$ cat src/hdl/w6ps_pkg.sv
// ----------------------------------------------------------------------------
// w6ps_pkg
// Shared constants and controller/datapath interface types for the
// 6k-1 / 6k+1 wheel prime sieve.
// ----------------------------------------------------------------------------
package w6ps_pkg;

   localparam int MAX_NUMBER  = 16384;
   localparam int TABLE_DEPTH = (MAX_NUMBER + 11) / 6;
   localparam int IDX_W       = $clog2(TABLE_DEPTH);
   localparam int WALK_W      = $clog2(8 * TABLE_DEPTH);

   localparam int NUM_W       = 14;
   localparam int QUOT_W      = NUM_W - 2;
   localparam int RECIP_W     = 14;
   localparam int RECIP_SHIFT = 16;
   localparam int PROD_W      = NUM_W + RECIP_W;
   localparam logic [RECIP_W-1:0] RECIP_SIX = RECIP_W'(10923);

   typedef enum logic {
      KIND_BUILD = 1'b0,
      KIND_QUERY = 1'b1
   } w6ps_kind_type;

   typedef struct packed {
      logic capture;
      logic fill_write;
      logic outer_first;
      logic outer_inc;
      logic rd_outer;
      logic walk_init;
      logic walk_minus;
      logic strike;
      logic set_built;
      logic q_mul;
      logic q_rd;
      logic rsp_load;
   } w6ps_cmd_type;

   typedef struct packed {
      logic kind_query;
      logic outer_last;
      logic rd_minus;
      logic rd_plus;
      logic walk_end;
      logic more_plus;
      logic out_busy;
   } w6ps_sts_type;

endpackage

$ cat src/hdl/w6ps_ctrl.sv
// ----------------------------------------------------------------------------
// w6ps_ctrl
// Sequencer for table fill, sieve walk, query lookup and result hand-off.
// ----------------------------------------------------------------------------
module w6ps_ctrl (
   input  logic                  clock,
   input  logic                  reset,
   input  logic                  req_tvalid,
   output logic                  req_tready,
   input  logic                  req_tuser,
   input  logic                  rsp_tready,
   input  w6ps_pkg::w6ps_sts_type sts,
   output w6ps_pkg::w6ps_cmd_type cmd
);

   typedef enum logic [8:0] {
      ST_IDLE       = 9'b000000001,
      ST_FILL       = 9'b000000010,
      ST_OUTER_RD   = 9'b000000100,
      ST_OUTER_CHK  = 9'b000001000,
      ST_STRIKE     = 9'b000010000,
      ST_OUTER_NEXT = 9'b000100000,
      ST_Q_MUL      = 9'b001000000,
      ST_Q_RD       = 9'b010000000,
      ST_RESP       = 9'b100000000
   } state_type;

   state_type state_ff;
   state_type state_in;

   assign req_tready = (state_ff == ST_IDLE);

   always_comb begin
      state_in = state_ff;
      cmd      = '0;
      case (state_ff)
         ST_IDLE: begin
            if (req_tvalid) begin
               cmd.capture = 1'b1;
               if (req_tuser == w6ps_pkg::KIND_QUERY) begin
                  state_in = ST_Q_MUL;
               end else begin
                  state_in = ST_FILL;
               end
            end
         end
         ST_FILL: begin
            cmd.fill_write = 1'b1;
            if (sts.outer_last) begin
               cmd.outer_first = 1'b1;
               state_in        = ST_OUTER_RD;
            end else begin
               cmd.outer_inc = 1'b1;
            end
         end
         ST_OUTER_RD: begin
            cmd.rd_outer = 1'b1;
            state_in     = ST_OUTER_CHK;
         end
         ST_OUTER_CHK: begin
            if (sts.rd_minus) begin
               cmd.walk_init  = 1'b1;
               cmd.walk_minus = 1'b1;
               state_in       = ST_STRIKE;
            end else if (sts.rd_plus) begin
               cmd.walk_init = 1'b1;
               state_in      = ST_STRIKE;
            end else begin
               state_in = ST_OUTER_NEXT;
            end
         end
         ST_STRIKE: begin
            if (!sts.walk_end) begin
               cmd.strike = 1'b1;
            end else if (sts.more_plus) begin
               cmd.walk_init = 1'b1;
            end else begin
               state_in = ST_OUTER_NEXT;
            end
         end
         ST_OUTER_NEXT: begin
            if (sts.outer_last) begin
               cmd.set_built = 1'b1;
               state_in      = ST_RESP;
            end else begin
               cmd.outer_inc = 1'b1;
               state_in      = ST_OUTER_RD;
            end
         end
         ST_Q_MUL: begin
            cmd.q_mul = 1'b1;
            state_in  = ST_Q_RD;
         end
         ST_Q_RD: begin
            cmd.q_rd = 1'b1;
            state_in = ST_RESP;
         end
         ST_RESP: begin
            if (!sts.out_busy || rsp_tready) begin
               cmd.rsp_load = 1'b1;
               state_in     = ST_IDLE;
            end
         end
         default: begin
            state_in = ST_IDLE;
         end
      endcase
   end

   always_ff @(posedge clock) begin
      if (reset) begin
         state_ff <= ST_IDLE;
      end else begin
         state_ff <= state_in;
      end
   end

`ifndef SYNTHESIS
   a_accept_leaves_idle: assert property (@(posedge clock) disable iff (reset)
      (req_tvalid && req_tready) |=> (state_ff != ST_IDLE))
      else $error("accepted beat did not start work");

   a_no_result_overwrite: assert property (@(posedge clock) disable iff (reset)
      cmd.rsp_load |-> (!sts.out_busy || rsp_tready))
      else $error("result loaded over an untaken beat");

   a_strike_in_range: assert property (@(posedge clock) disable iff (reset)
      cmd.strike |-> !sts.walk_end)
      else $error("strike past table end");

   a_query_path: assert property (@(posedge clock) disable iff (reset)
      cmd.q_mul |=> (state_ff == ST_Q_RD) ##1 (state_ff == ST_RESP))
      else $error("query path out of order");
`endif

endmodule

$ cat config.mk
export PLATFORM = sky130hd
export DESIGN_NAME = w6ps_ctrl
export DESIGN_NICKNAME = d
export VERILOG_FILES = /design/src/hdl/w6ps_pkg.sv /design/src/hdl/w6ps_ctrl.sv
export SDC_FILE = /design/constraint.sdc
export NUM_CORES = 1
export LEC_CHECK = 0
export ABC_AREA = 1
export ABC_CLOCK_PERIOD_IN_PS = 1390
export BUFFER_PORTS_ARGS = -buffer_cell sky130_fd_sc_hd__buf_2
export CAP_MARGIN = 5
export CORE_MARGIN = 4
export CORE_UTILIZATION = 40
export DETAILED_ROUTE_END_ITERATION = 10
export PLACE_DENSITY = 0.67
export SLEW_MARGIN = 10
export SYNTH_ARGS = -nofsm -noshare
export SYNTH_HDL_FRONTEND = slang
export SYNTH_SLANG_ARGS = --single-unit
$ cat constraint.sdc
create_clock -name clock -period 1.39 [get_ports clock]
set_input_delay 0.278 -clock clock [delete_from_list [all_inputs] [get_ports clock]]
set_output_delay 0.278 -clock clock [all_outputs]
set_load 0.02 [all_outputs]
==> reports/metrics.yaml, run 1 <==
status: "finished with violations"
violations: "negative setup slack"
drv_slew: 0
hold_class: "in2reg"
p_leak_nw: 0.658
internal_power_mw: 1.22
grt_max_degree: 10
grt_pass1_vias: 874
die_h_um: 49.5
drive_gt1_share_pct: 60.8
synth-seq-area-share_pct: 26.2
io_buffers: 23
numCtsBuffers: 3
grt.overflow.total: 0
top_register: "state_ff"
clock_skew_ns: 0.00323
ctsHoldBuffers: 0
hold_end: "state_ff[6]"
area_growth_pct: 82.5
layout_min_cycle_time_ns: 1.70
drt-wirelength-per-cell_um: 13.2
dpl_cell_area_sq_um: 915
hold_slack_ns: 0.281
yosys.area_share.simple_pct: 56.2
arrival_ns: 1.43
power-per-cell-area_nw_per_um2: 1860
clk_pin_slew_worst_paths_ns: 0.07
synthMuxAreaShare_pct: 0
crit_chain: "nor2_4 > nand3_1 > nor2_4 > nand2_2 > o21ai_2 > buf_4"
pwr-share-clk_pct: 9.6
pin_count: 25
cts_root_buffer: "clkbuf_4"
tightest_slew_ns: 0.278
grt_use_total_pct: 17.8
start_kind: "flip-flop"
holdPathStages: 3
finalNetCount: 179
synth_seq_cells: 9
syn_nets: 126
hpwl_um: 1340
critPathMostFrequentCell: "nor2_4"
nFillCells: 105
synth_fa_ha_area_share_pct: 0
cts_tree: "done"
drt_iter0_markers: 12
die_x_um: 49.5
yosysTopAreaCellShare_pct: 26.2
setup_violations: 20
syn-cell-area_sq_um: 688
core_sq_um: 1560
die_area_sq_um: 2450
vias: 928
swShare_pct: 47.7
cp_max_fo: 3
grt_pass1_wl_um: 3410
post-route-period-util_pct: 123
antenna_cells: 0
fin_area_sq_um: 1260
max_stage_delay_ns: 0.33
p_total_mw: 2.34
clockBufferDepth: 2
r2r_end: "state_ff[0]"
critPathTopFamily: "simple AND/OR/NAND/NOR gates"
final_cell_mix: "buf_4 (27), inv_1 (20), nand2_1 (17)"
wirelength_um: 2410
postSynthAreaPerCell_sq_um: 6.04
clock_sinks: 9
timing.setup.critical_path_class: "reg2out"
final_common_cell: "buf_4"
p_comb_share_pct: 73.0
start_util_pct: 44.1
critical_path_buf_inv_count: 1
endpoint_kind: "primary output"
clock_latency_ns: 0.28
ir_drop_uv: 1200
yosysWarnings: 0
drt-pass1-iter-count: 4
synth.area.top_cells: "dfxtp_1 (26%), inv_1 (14%), nor2_1 (12%)"
power.switching_mw: 1.11
synthXorXnorAreaFrac_pct: 0
reg.largest.list: "state_ff (9)"
hp-start: "req_tuser"
drc_errors: 0
synth_top_family_by_area: "simple AND/OR/NAND/NOR gates"
vias_per_cell: 5.10
relSlewSlack_pct: 81.3
synth.distinct_cells: 18
gp_congestion: 0.795
cts_htree_levels: 1
slowest_stage: "dfxtp_2"
std_cell_rows: 14
r2r_cells: 11
synth_compound_area_share_pct: 3.45
postSynthCellCount: 114
timing.final.ws_setup_ns: -0.314
finalSetupTns_ns: -3.78
rsz0062_at_grt: "true"
power.share.sequential_pct: 17.5
worst_ep_required_time_ns: 1.11
ff2ff_setup_slack_ns: -0.16
final-hold-violation-count: 0
antenna_found_initial: 0
ant_nets: 0
largest_reg_flops: 9
synth_largest_area_cell: "dfxtp_1"
drv_cap: 0
r2r_start: "state_ff[1]"
clock.fmax_mhz: 587
==> Yosys cell counts <==
master and instances:
dfxtp_1 9, o21ai_0 2, nand2_2 4, nor4_1 1, nand3_4 1, o22ai_1 1, nor3_1 3, clkinv_1 1
nand3_1 11, or2_2 1, nand4_1 1, nor2_4 5, nor2_2 5, nand3_2 1, nor2_1 22, o21bai_1 1
nand2_1 20, inv_1 25
==> stage by stage <==
stage                     util [%]  std cells  worst slack, ns
after detailed placement      58.7        162          -0.0975
after floorplan                  -        114          -0.0436
after global placement        58.7        162          -0.0874
after global routing          80.6        182           -0.431
after CTS                     71.1        172           -0.324
final                         80.6        182           -0.314
==> per-layer routing <==
layer	vias to the layer above	global-route usage [%]	wire (um)
li1	451	-	-
met1	425	19.1	969
met2	42	33.0	1220
met3	10	1.81	142
met4	0	11.1	78
met5	-	0	0
==> cell type report <==
cell class / count / area [sq um] / area share [%]
Tap cell: 16 / 20.0 / 1.59
Sequential cell: 9 / 195 / 15.5
Inverter: 26 / 100 / 7.97
Multi-Input combinational cell: 80 / 556 / 44.2
Clock buffer: 4 / 26.3 / 2.09
Timing Repair Buffer: 47 / 359 / 28.6
==> worst min-delay path: cells and delay by family <==
family / cells / cell delay, ns
buffers and inverters: 2 / 0.16
and+or+nand+nor: 1 / 0.08
==> power by group through the flow <==
stage	Clock, mW	Sequential (mW)	Combinational [mW]
global route	0.244	0.419	1.85
detailed placement	0	0.385	1.07
floorplan	0	0.378	0.711
global placement	0	0.383	1.06
CTS	0.210	0.401	1.35
finish	0.223	0.408	1.70
==> what timing repair did <==
item                       CTS  global route
pin swaps                   10            15
setup endpoints to repair   22            22
resized for setup           45            20
gates cloned                 1             0
hold endpoints to repair     0             0
setup buffers                5            10
==> cell families after synthesis <==
| kind of cell | after synthesis |
|---|---|
| DFF | 9 |
| buffers and inverters | 26 |
| AOI/OAI and AO/OA | 4 |
| and+or+nand+nor | 75 |
==> how the worst max path moves through the flow <==
stage | start | to | slack (ns) | depth (start not counted)
after floorplan | state_ff[4] | cmd[6] | -0.04 | 7
after global placement | state_ff[4] | cmd[6] | -0.09 | 8
after detailed placement | state_ff[4] | cmd[6] | -0.1 | 8
after CTS | state_ff[7] | cmd[6] | -0.32 | 8
after global routing | state_ff[1] | cmd[8] | -0.43 | 6
final | state_ff[6] | cmd[6] | -0.31 | 6
No activity file was read; power rests on OpenSTA's default activity.
==> inputs of run 2 (changes only) <==
Settings changed: ABC_CLOCK_PERIOD_IN_PS 1390 to 1800, BUFFER_PORTS_ARGS -buffer_cell sky130_fd_sc_hd__buf_2 to -buffer_cell sky130_fd_sc_hd__buf_4.
Clock period 1.39 ns to 1.8 ns, I/O delays scaled along.
==> run 2 against run 1 <==
Against the previous run: the flow now finishes without violations; flip-flop and latch count is the same; count of clock-buffer cells in the layout is the same; utilization fell by 17 points; non-clock buffer count fell by 20.
==> reports/metrics.yaml, run 2 (synthesized netlist as in run 1, its figures left out) <==
wl_met2_um: 768  # -37%
reg.largest.list: "state_ff (9)"
tightest_slew_ns: 0.270  # -0.00823 ns
grt_use_total_pct: 14.7  # -3.1 points
antenna_found_initial: 0  # unchanged
hold_slack_ns: 0.345  # +0.0645 ns
met1Wirelength_um: 768  # -21%
clock.fmax_mhz: 567
wirelength_um: 1660  # -31%
grt_max_degree: 11  # +1
r2r_cells: 10  # -1
power-per-cell-area_nw_per_um2: 1300  # -30%
ir_drop_uv: 709  # -41%
die_x_um: 49.5  # unchanged
rsz0062_at_grt: "true"
cts_root_buffer: "clkbuf_4"
drt_iter0_markers: 11  # -1
io_buffers: 23  # unchanged
start_util_pct: 44.1  # unchanged
drt-wirelength-per-cell_um: 10.3  # -22%
drive_gt1_share_pct: 42.1  # -19 points
ctsHoldBuffers: 0  # unchanged
wl_met3_um: 104  # -27%
die_area_sq_um: 2450  # unchanged
endpoint_kind: "primary output"
clockBufferDepth: 2  # unchanged
p_total_mw: 1.29  # -45%
drt-pass1-iter-count: 4  # unchanged
cts_htree_levels: 1  # unchanged
seq_area_sq_um: 188  # -3.8%
core_sq_um: 1560  # unchanged
final_cell_mix: "buf_4 (26), inv_1 (22), nor2_1 (18), nand2_1 (18), nand3_1 (10)"
relSlewSlack_pct: 81.8  # +0.52 points
setup_violations: 0  # -100%
layout_min_cycle_time_ns: 1.76
antenna_cells: 0  # unchanged
post-place-ws_ns: 0.150  # +0.248 ns
grt.overflow.total: 0  # unchanged
final_common_cell: "buf_4"
start_kind: "flip-flop"
pin_count: 25  # unchanged
die_h_um: 49.5  # unchanged
finalNetCount: 158  # -12%
grt_pass1_vias: 687  # -21%
hpwl_um: 1290  # -3.7%
p_leak_nw: 0.543  # -17%
arrival_ns: 1.40  # -0.03 ns
numCtsBuffers: 3  # unchanged
timing.final.ws_setup_ns: 0.0375  # +0.352 ns
cts_tree: "done"
drc_errors: 0  # unchanged
final-hold-violation-count: 0  # unchanged
fin_util_pct: 63.4  # -17 points
vias_per_cell: 4.73  # -7.2%
top_register: "state_ff"
drv_slew: 0  # unchanged
multi_input_area_sq_um: 450  # -19%
holdPathStages: 3  # unchanged
grt_pass1_wl_um: 2880  # -16%
clock_latency_ns: 0.25  # -0.03 ns
status: "completed"
post-route-period-util_pct: 97.9
drv_cap: 0  # unchanged
vias: 762  # -18%
clock_skew_ns: 0.00159  # -0.00164 ns
ant_nets: 0  # unchanged
gp_congestion: 0.810  # +1.9%
std_cell_rows: 14  # unchanged
nFillCells: 154  # +47%
largest_reg_flops: 9  # unchanged
area_growth_pct: 43.6
top_layer: "met4"
worst_ep_required_time_ns: 1.44  # +0.33 ns
clock_sinks: 9  # unchanged
cp_max_fo: 4  # +1
clk_pin_slew_worst_paths_ns: 0.06  # about the same
hold_class: "in2reg"
timing.setup.critical_path_class: "reg2out"
run 2: changes by cell type in the layout (fill, tap and decap cells not counted), sizes merged:
cell	delta
nor2	-1
buf	-20
run 2: power breakdown:
| group | switching (mW) | internal, mW |
|---|---|---|
| Clock | 0.0675 | 0.0852 |
| Combinational | 0.502 | 0.323 |
| Sequential | 0.0580 | 0.252 |
| Total | 0.628 | 0.660 |
run 2: stage by stage:
step	std cells	TNS, ns	cell area (sq um)
after floorplan	114	0	688
after global placement	153	0	881
after detailed placement	153	0	881
after CTS	160	0	945
after global routing	161	-0.430	988
final	161	0	988
run 2: worst paths after layout:
check	to	slack, ns	startpoint
max	cmd[7]	0.04	state_ff[4]
min	state_ff[6]	0.35	req_tuser
max reg2reg	state_ff[8]	0.35	state_ff[4]
min reg2reg	state_ff[4]	0.54	state_ff[4]
run 2: what timing repair did:
action                                  4_1_cts  5_1_grt
endpoints found under the setup margin        3        7
setup buffers                                 3        1
resized for setup                             8       13
pin swaps                                     6        7
hold endpoints to repair                      0        0
run 2: layer usage:
| metal | GRT usage (%) | up-vias |
|---|---|---|
| met4 | 5.53 | 0 |
| met2 | 22.3 | 26 |
| met1 | 20.4 | 329 |
| met5 | 0 | - |
| li1 | - | 405 |
| met3 | 2.71 | 2 |
run 2: layout make-up:
class,count,share of cell area [%]
Clock buffer,4,2.66
Inverter,26,9.87
Multi-Input combinational cell,79,45.6
Sequential cell,9,19.0
Tap cell,16,2.03
Timing Repair Buffer,27,20.9
run 2: critical path: stages, from the launching register on:
cell	delay, ns
dfxtp_4	0.36
nor2_4	0.13
nand2_2	0.08
nor2_4	0.10
inv_2	0.06
nor3_1	0.22
buf_4	0.20
==> inputs of run 3 (changes only) <==
Settings changed: CORE_MARGIN 4 to 3.
==> run 3 against run 2 <==
Against the previous run: the flow now finishes with violations (negative setup slack); sequential power hardly changed; design area is 2.4% higher; wire length is 8.4% higher; utilization is 1.5 points higher; register-to-register slack worse by 0.06 ns; maximum frequency is 3.0% lower; global-route usage is 3.8 points higher; largest cell class unchanged; largest power group unchanged; highest routed layer unchanged.
==> reports/metrics.yaml, run 3 (synthesized netlist as in run 1, its figures left out) <==
status: "finished with violations"
violations: "negative setup slack"
arrival_ns: 1.46  # +0.06 ns
dpl_cell_area_sq_um: 881  # unchanged
largest_reg_flops: 9  # unchanged
final-hold-violation-count: 0  # unchanged
drive_gt1_share_pct: 43.9  # +1.8 points
numCtsBuffers: 3  # unchanged
start_kind: "flip-flop"
slowest_stage: "dfxtp_2"
internal_power_mw: 0.704  # +6.6%
fin_util_pct: 64.9  # +1.5 points
clock_skew_ns: 0.00219  # +0.000599 ns
grt_pass1_wl_um: 2970  # +3.1%
ir_drop_uv: 746  # +5.2%
clockBufferDepth: 2  # unchanged
final_cell_mix: "buf_4 (29), inv_1 (22), nor2_1 (19)"
drt_iter0_markers: 11  # unchanged
r2r_start: "state_ff[6]"
timing.final.ws_setup_ns: -0.0172  # -0.0548 ns
power.switching_mw: 0.655  # +4.4%
start_util_pct: 44.1  # unchanged
endpoint_kind: "primary output"
relSlewSlack_pct: 82.4  # +0.56 points
crit_start: "state_ff[6]"
clock_latency_ns: 0.26  # about the same
rsz0062_at_grt: "true"
post-route-period-util_pct: 101  # +3.0 points
std_cell_rows: 14  # unchanged
drc_errors: 0  # unchanged
cts_root_buffer: "clkbuf_4"
swShare_pct: 48.2  # -0.53 points
clock_sinks: 9  # unchanged
grt_pass1_vias: 724  # +5.4%
max_stage_delay_ns: 0.34  # -0.02 ns
worst_ep_required_time_ns: 1.44  # about the same
antenna_found_initial: 0  # unchanged
wirelength_um: 1800  # +8.4%
drv_slew: 0  # unchanged
clock.fmax_mhz: 550  # -3.0%
ant_nets: 0  # unchanged
vias: 802  # +5.2%
hpwl_um: 1330  # +3.1%
grt.overflow.total: 0  # unchanged
die_h_um: 47.5  # -4.0%
finalSetupTns_ns: -0.0184  # -0.0184 ns
fin_area_sq_um: 1010  # +2.4%
vias_per_cell: 4.89  # +3.3%
crit_chain: "nor2_4 > nand2_2 > nor2_4 > buf_4 > nand3_1 > nand2_1 > buf_4"
cp_max_fo: 5  # +1
ctsHoldBuffers: 0  # unchanged
p_comb_share_pct: 65.6  # +1.5 points
hold_slack_ns: 0.336  # -0.00899 ns
gp_congestion: 0.781  # -3.6%
pwr-share-clk_pct: 11.4  # -0.5 points
p_total_mw: 1.36  # +5.5%
cts_htree_levels: 1  # unchanged
p_leak_nw: 0.561  # +3.3%
hold_class: "in2reg"
pin_count: 25  # unchanged
setup_violations: 2  # +2
drt-pass1-iter-count: 4  # unchanged
drv_cap: 0  # unchanged
layout_min_cycle_time_ns: 1.82  # +0.0548 ns
final_common_cell: "buf_4"
core_sq_um: 1560  # unchanged
drt-wirelength-per-cell_um: 11.0  # +6.4%
clk_pin_slew_worst_paths_ns: 0.06  # about the same
power-per-cell-area_nw_per_um2: 1340  # +3.1%
reg.largest.list: "state_ff (9)"
die_area_sq_um: 2250  # -7.9%
antenna_cells: 0  # unchanged
area_growth_pct: 47.1
io_buffers: 23  # unchanged
top_register: "state_ff"
finalNetCount: 161  # +1.9%
die_x_um: 47.5  # -4.0%
power.share.sequential_pct: 23.0  # -1.1 points
cts_tree: "done"
tightest_slew_ns: 0.262  # -0.00791 ns
timing.setup.critical_path_class: "reg2out"
grt_max_degree: 11  # unchanged
grt_use_total_pct: 18.5  # +3.8 points
hp-start: "req_tuser"
[run 3: layer usage]
| layer | GRT usage [%] | part of all wire (%) | vias up |
|---|---|---|---|
| li1 | - | - | 411 |
| met4 | 8.29 | 1.9 | 0 |
| met5 | 0 | 0 | - |
| met3 | 3.01 | 8.4 | 4 |
| met1 | 23.8 | 42 | 356 |
| met2 | 29.9 | 48 | 31 |
[run 3: repair_timing]
item / 4_1_cts / 5_1_grt
setup buffers: 6 / 1
setup endpoints to repair: 3 / 12
cloned: 0 / 0
pin swaps: 8 / 4
gates resized for setup: 11 / 9
[run 3: per-stage QoR]
step | setup slack, ns | cells
2_1_floorplan | 0.146 | 114
5_1_grt | -0.0775 | 164
3_5_place_dp | 0.111 | 153
4_1_cts | -0.00750 | 163
3_3_place_gp | 0.146 | 153
6_report | -0.0172 | 164
[run 3: path summary, 6_finish.rpt]
path	end	cells past startpoint	slack (ns)
min reg2reg	state_ff[4]	2	0.56
min	state_ff[6]	3	0.34
max	cmd[8]	7	-0.02
max reg2reg	state_ff[8]	11	0.29
[run 3: power by group through the flow]
stage / combinational (mW) / sequential (mW) / clock [mW]
global route: 0.979 / 0.321 / 0.177
floorplan: 0.534 / 0.292 / 0
global placement: 0.697 / 0.299 / 0
detailed placement: 0.707 / 0.301 / 0
finish: 0.892 / 0.312 / 0.155
CTS: 0.831 / 0.311 / 0.165
[run 3: final cells by class]
class                   instances  area (sq um)
well taps                      16          20.0
inverters                      26          97.6
multi-input cells              79           454
flip-flops and latches          9           185
clock buffers                   4          26.3
repair buffers                 30           229
fillers                       148           547
[run 3: critical path, delay by kind of cell, from the launching register on]
family                 cells  cell delay [ns]
buffers and inverters      2             0.28
flip-flops                 1             0.34
AND/OR/NAND/NOR            5             0.57
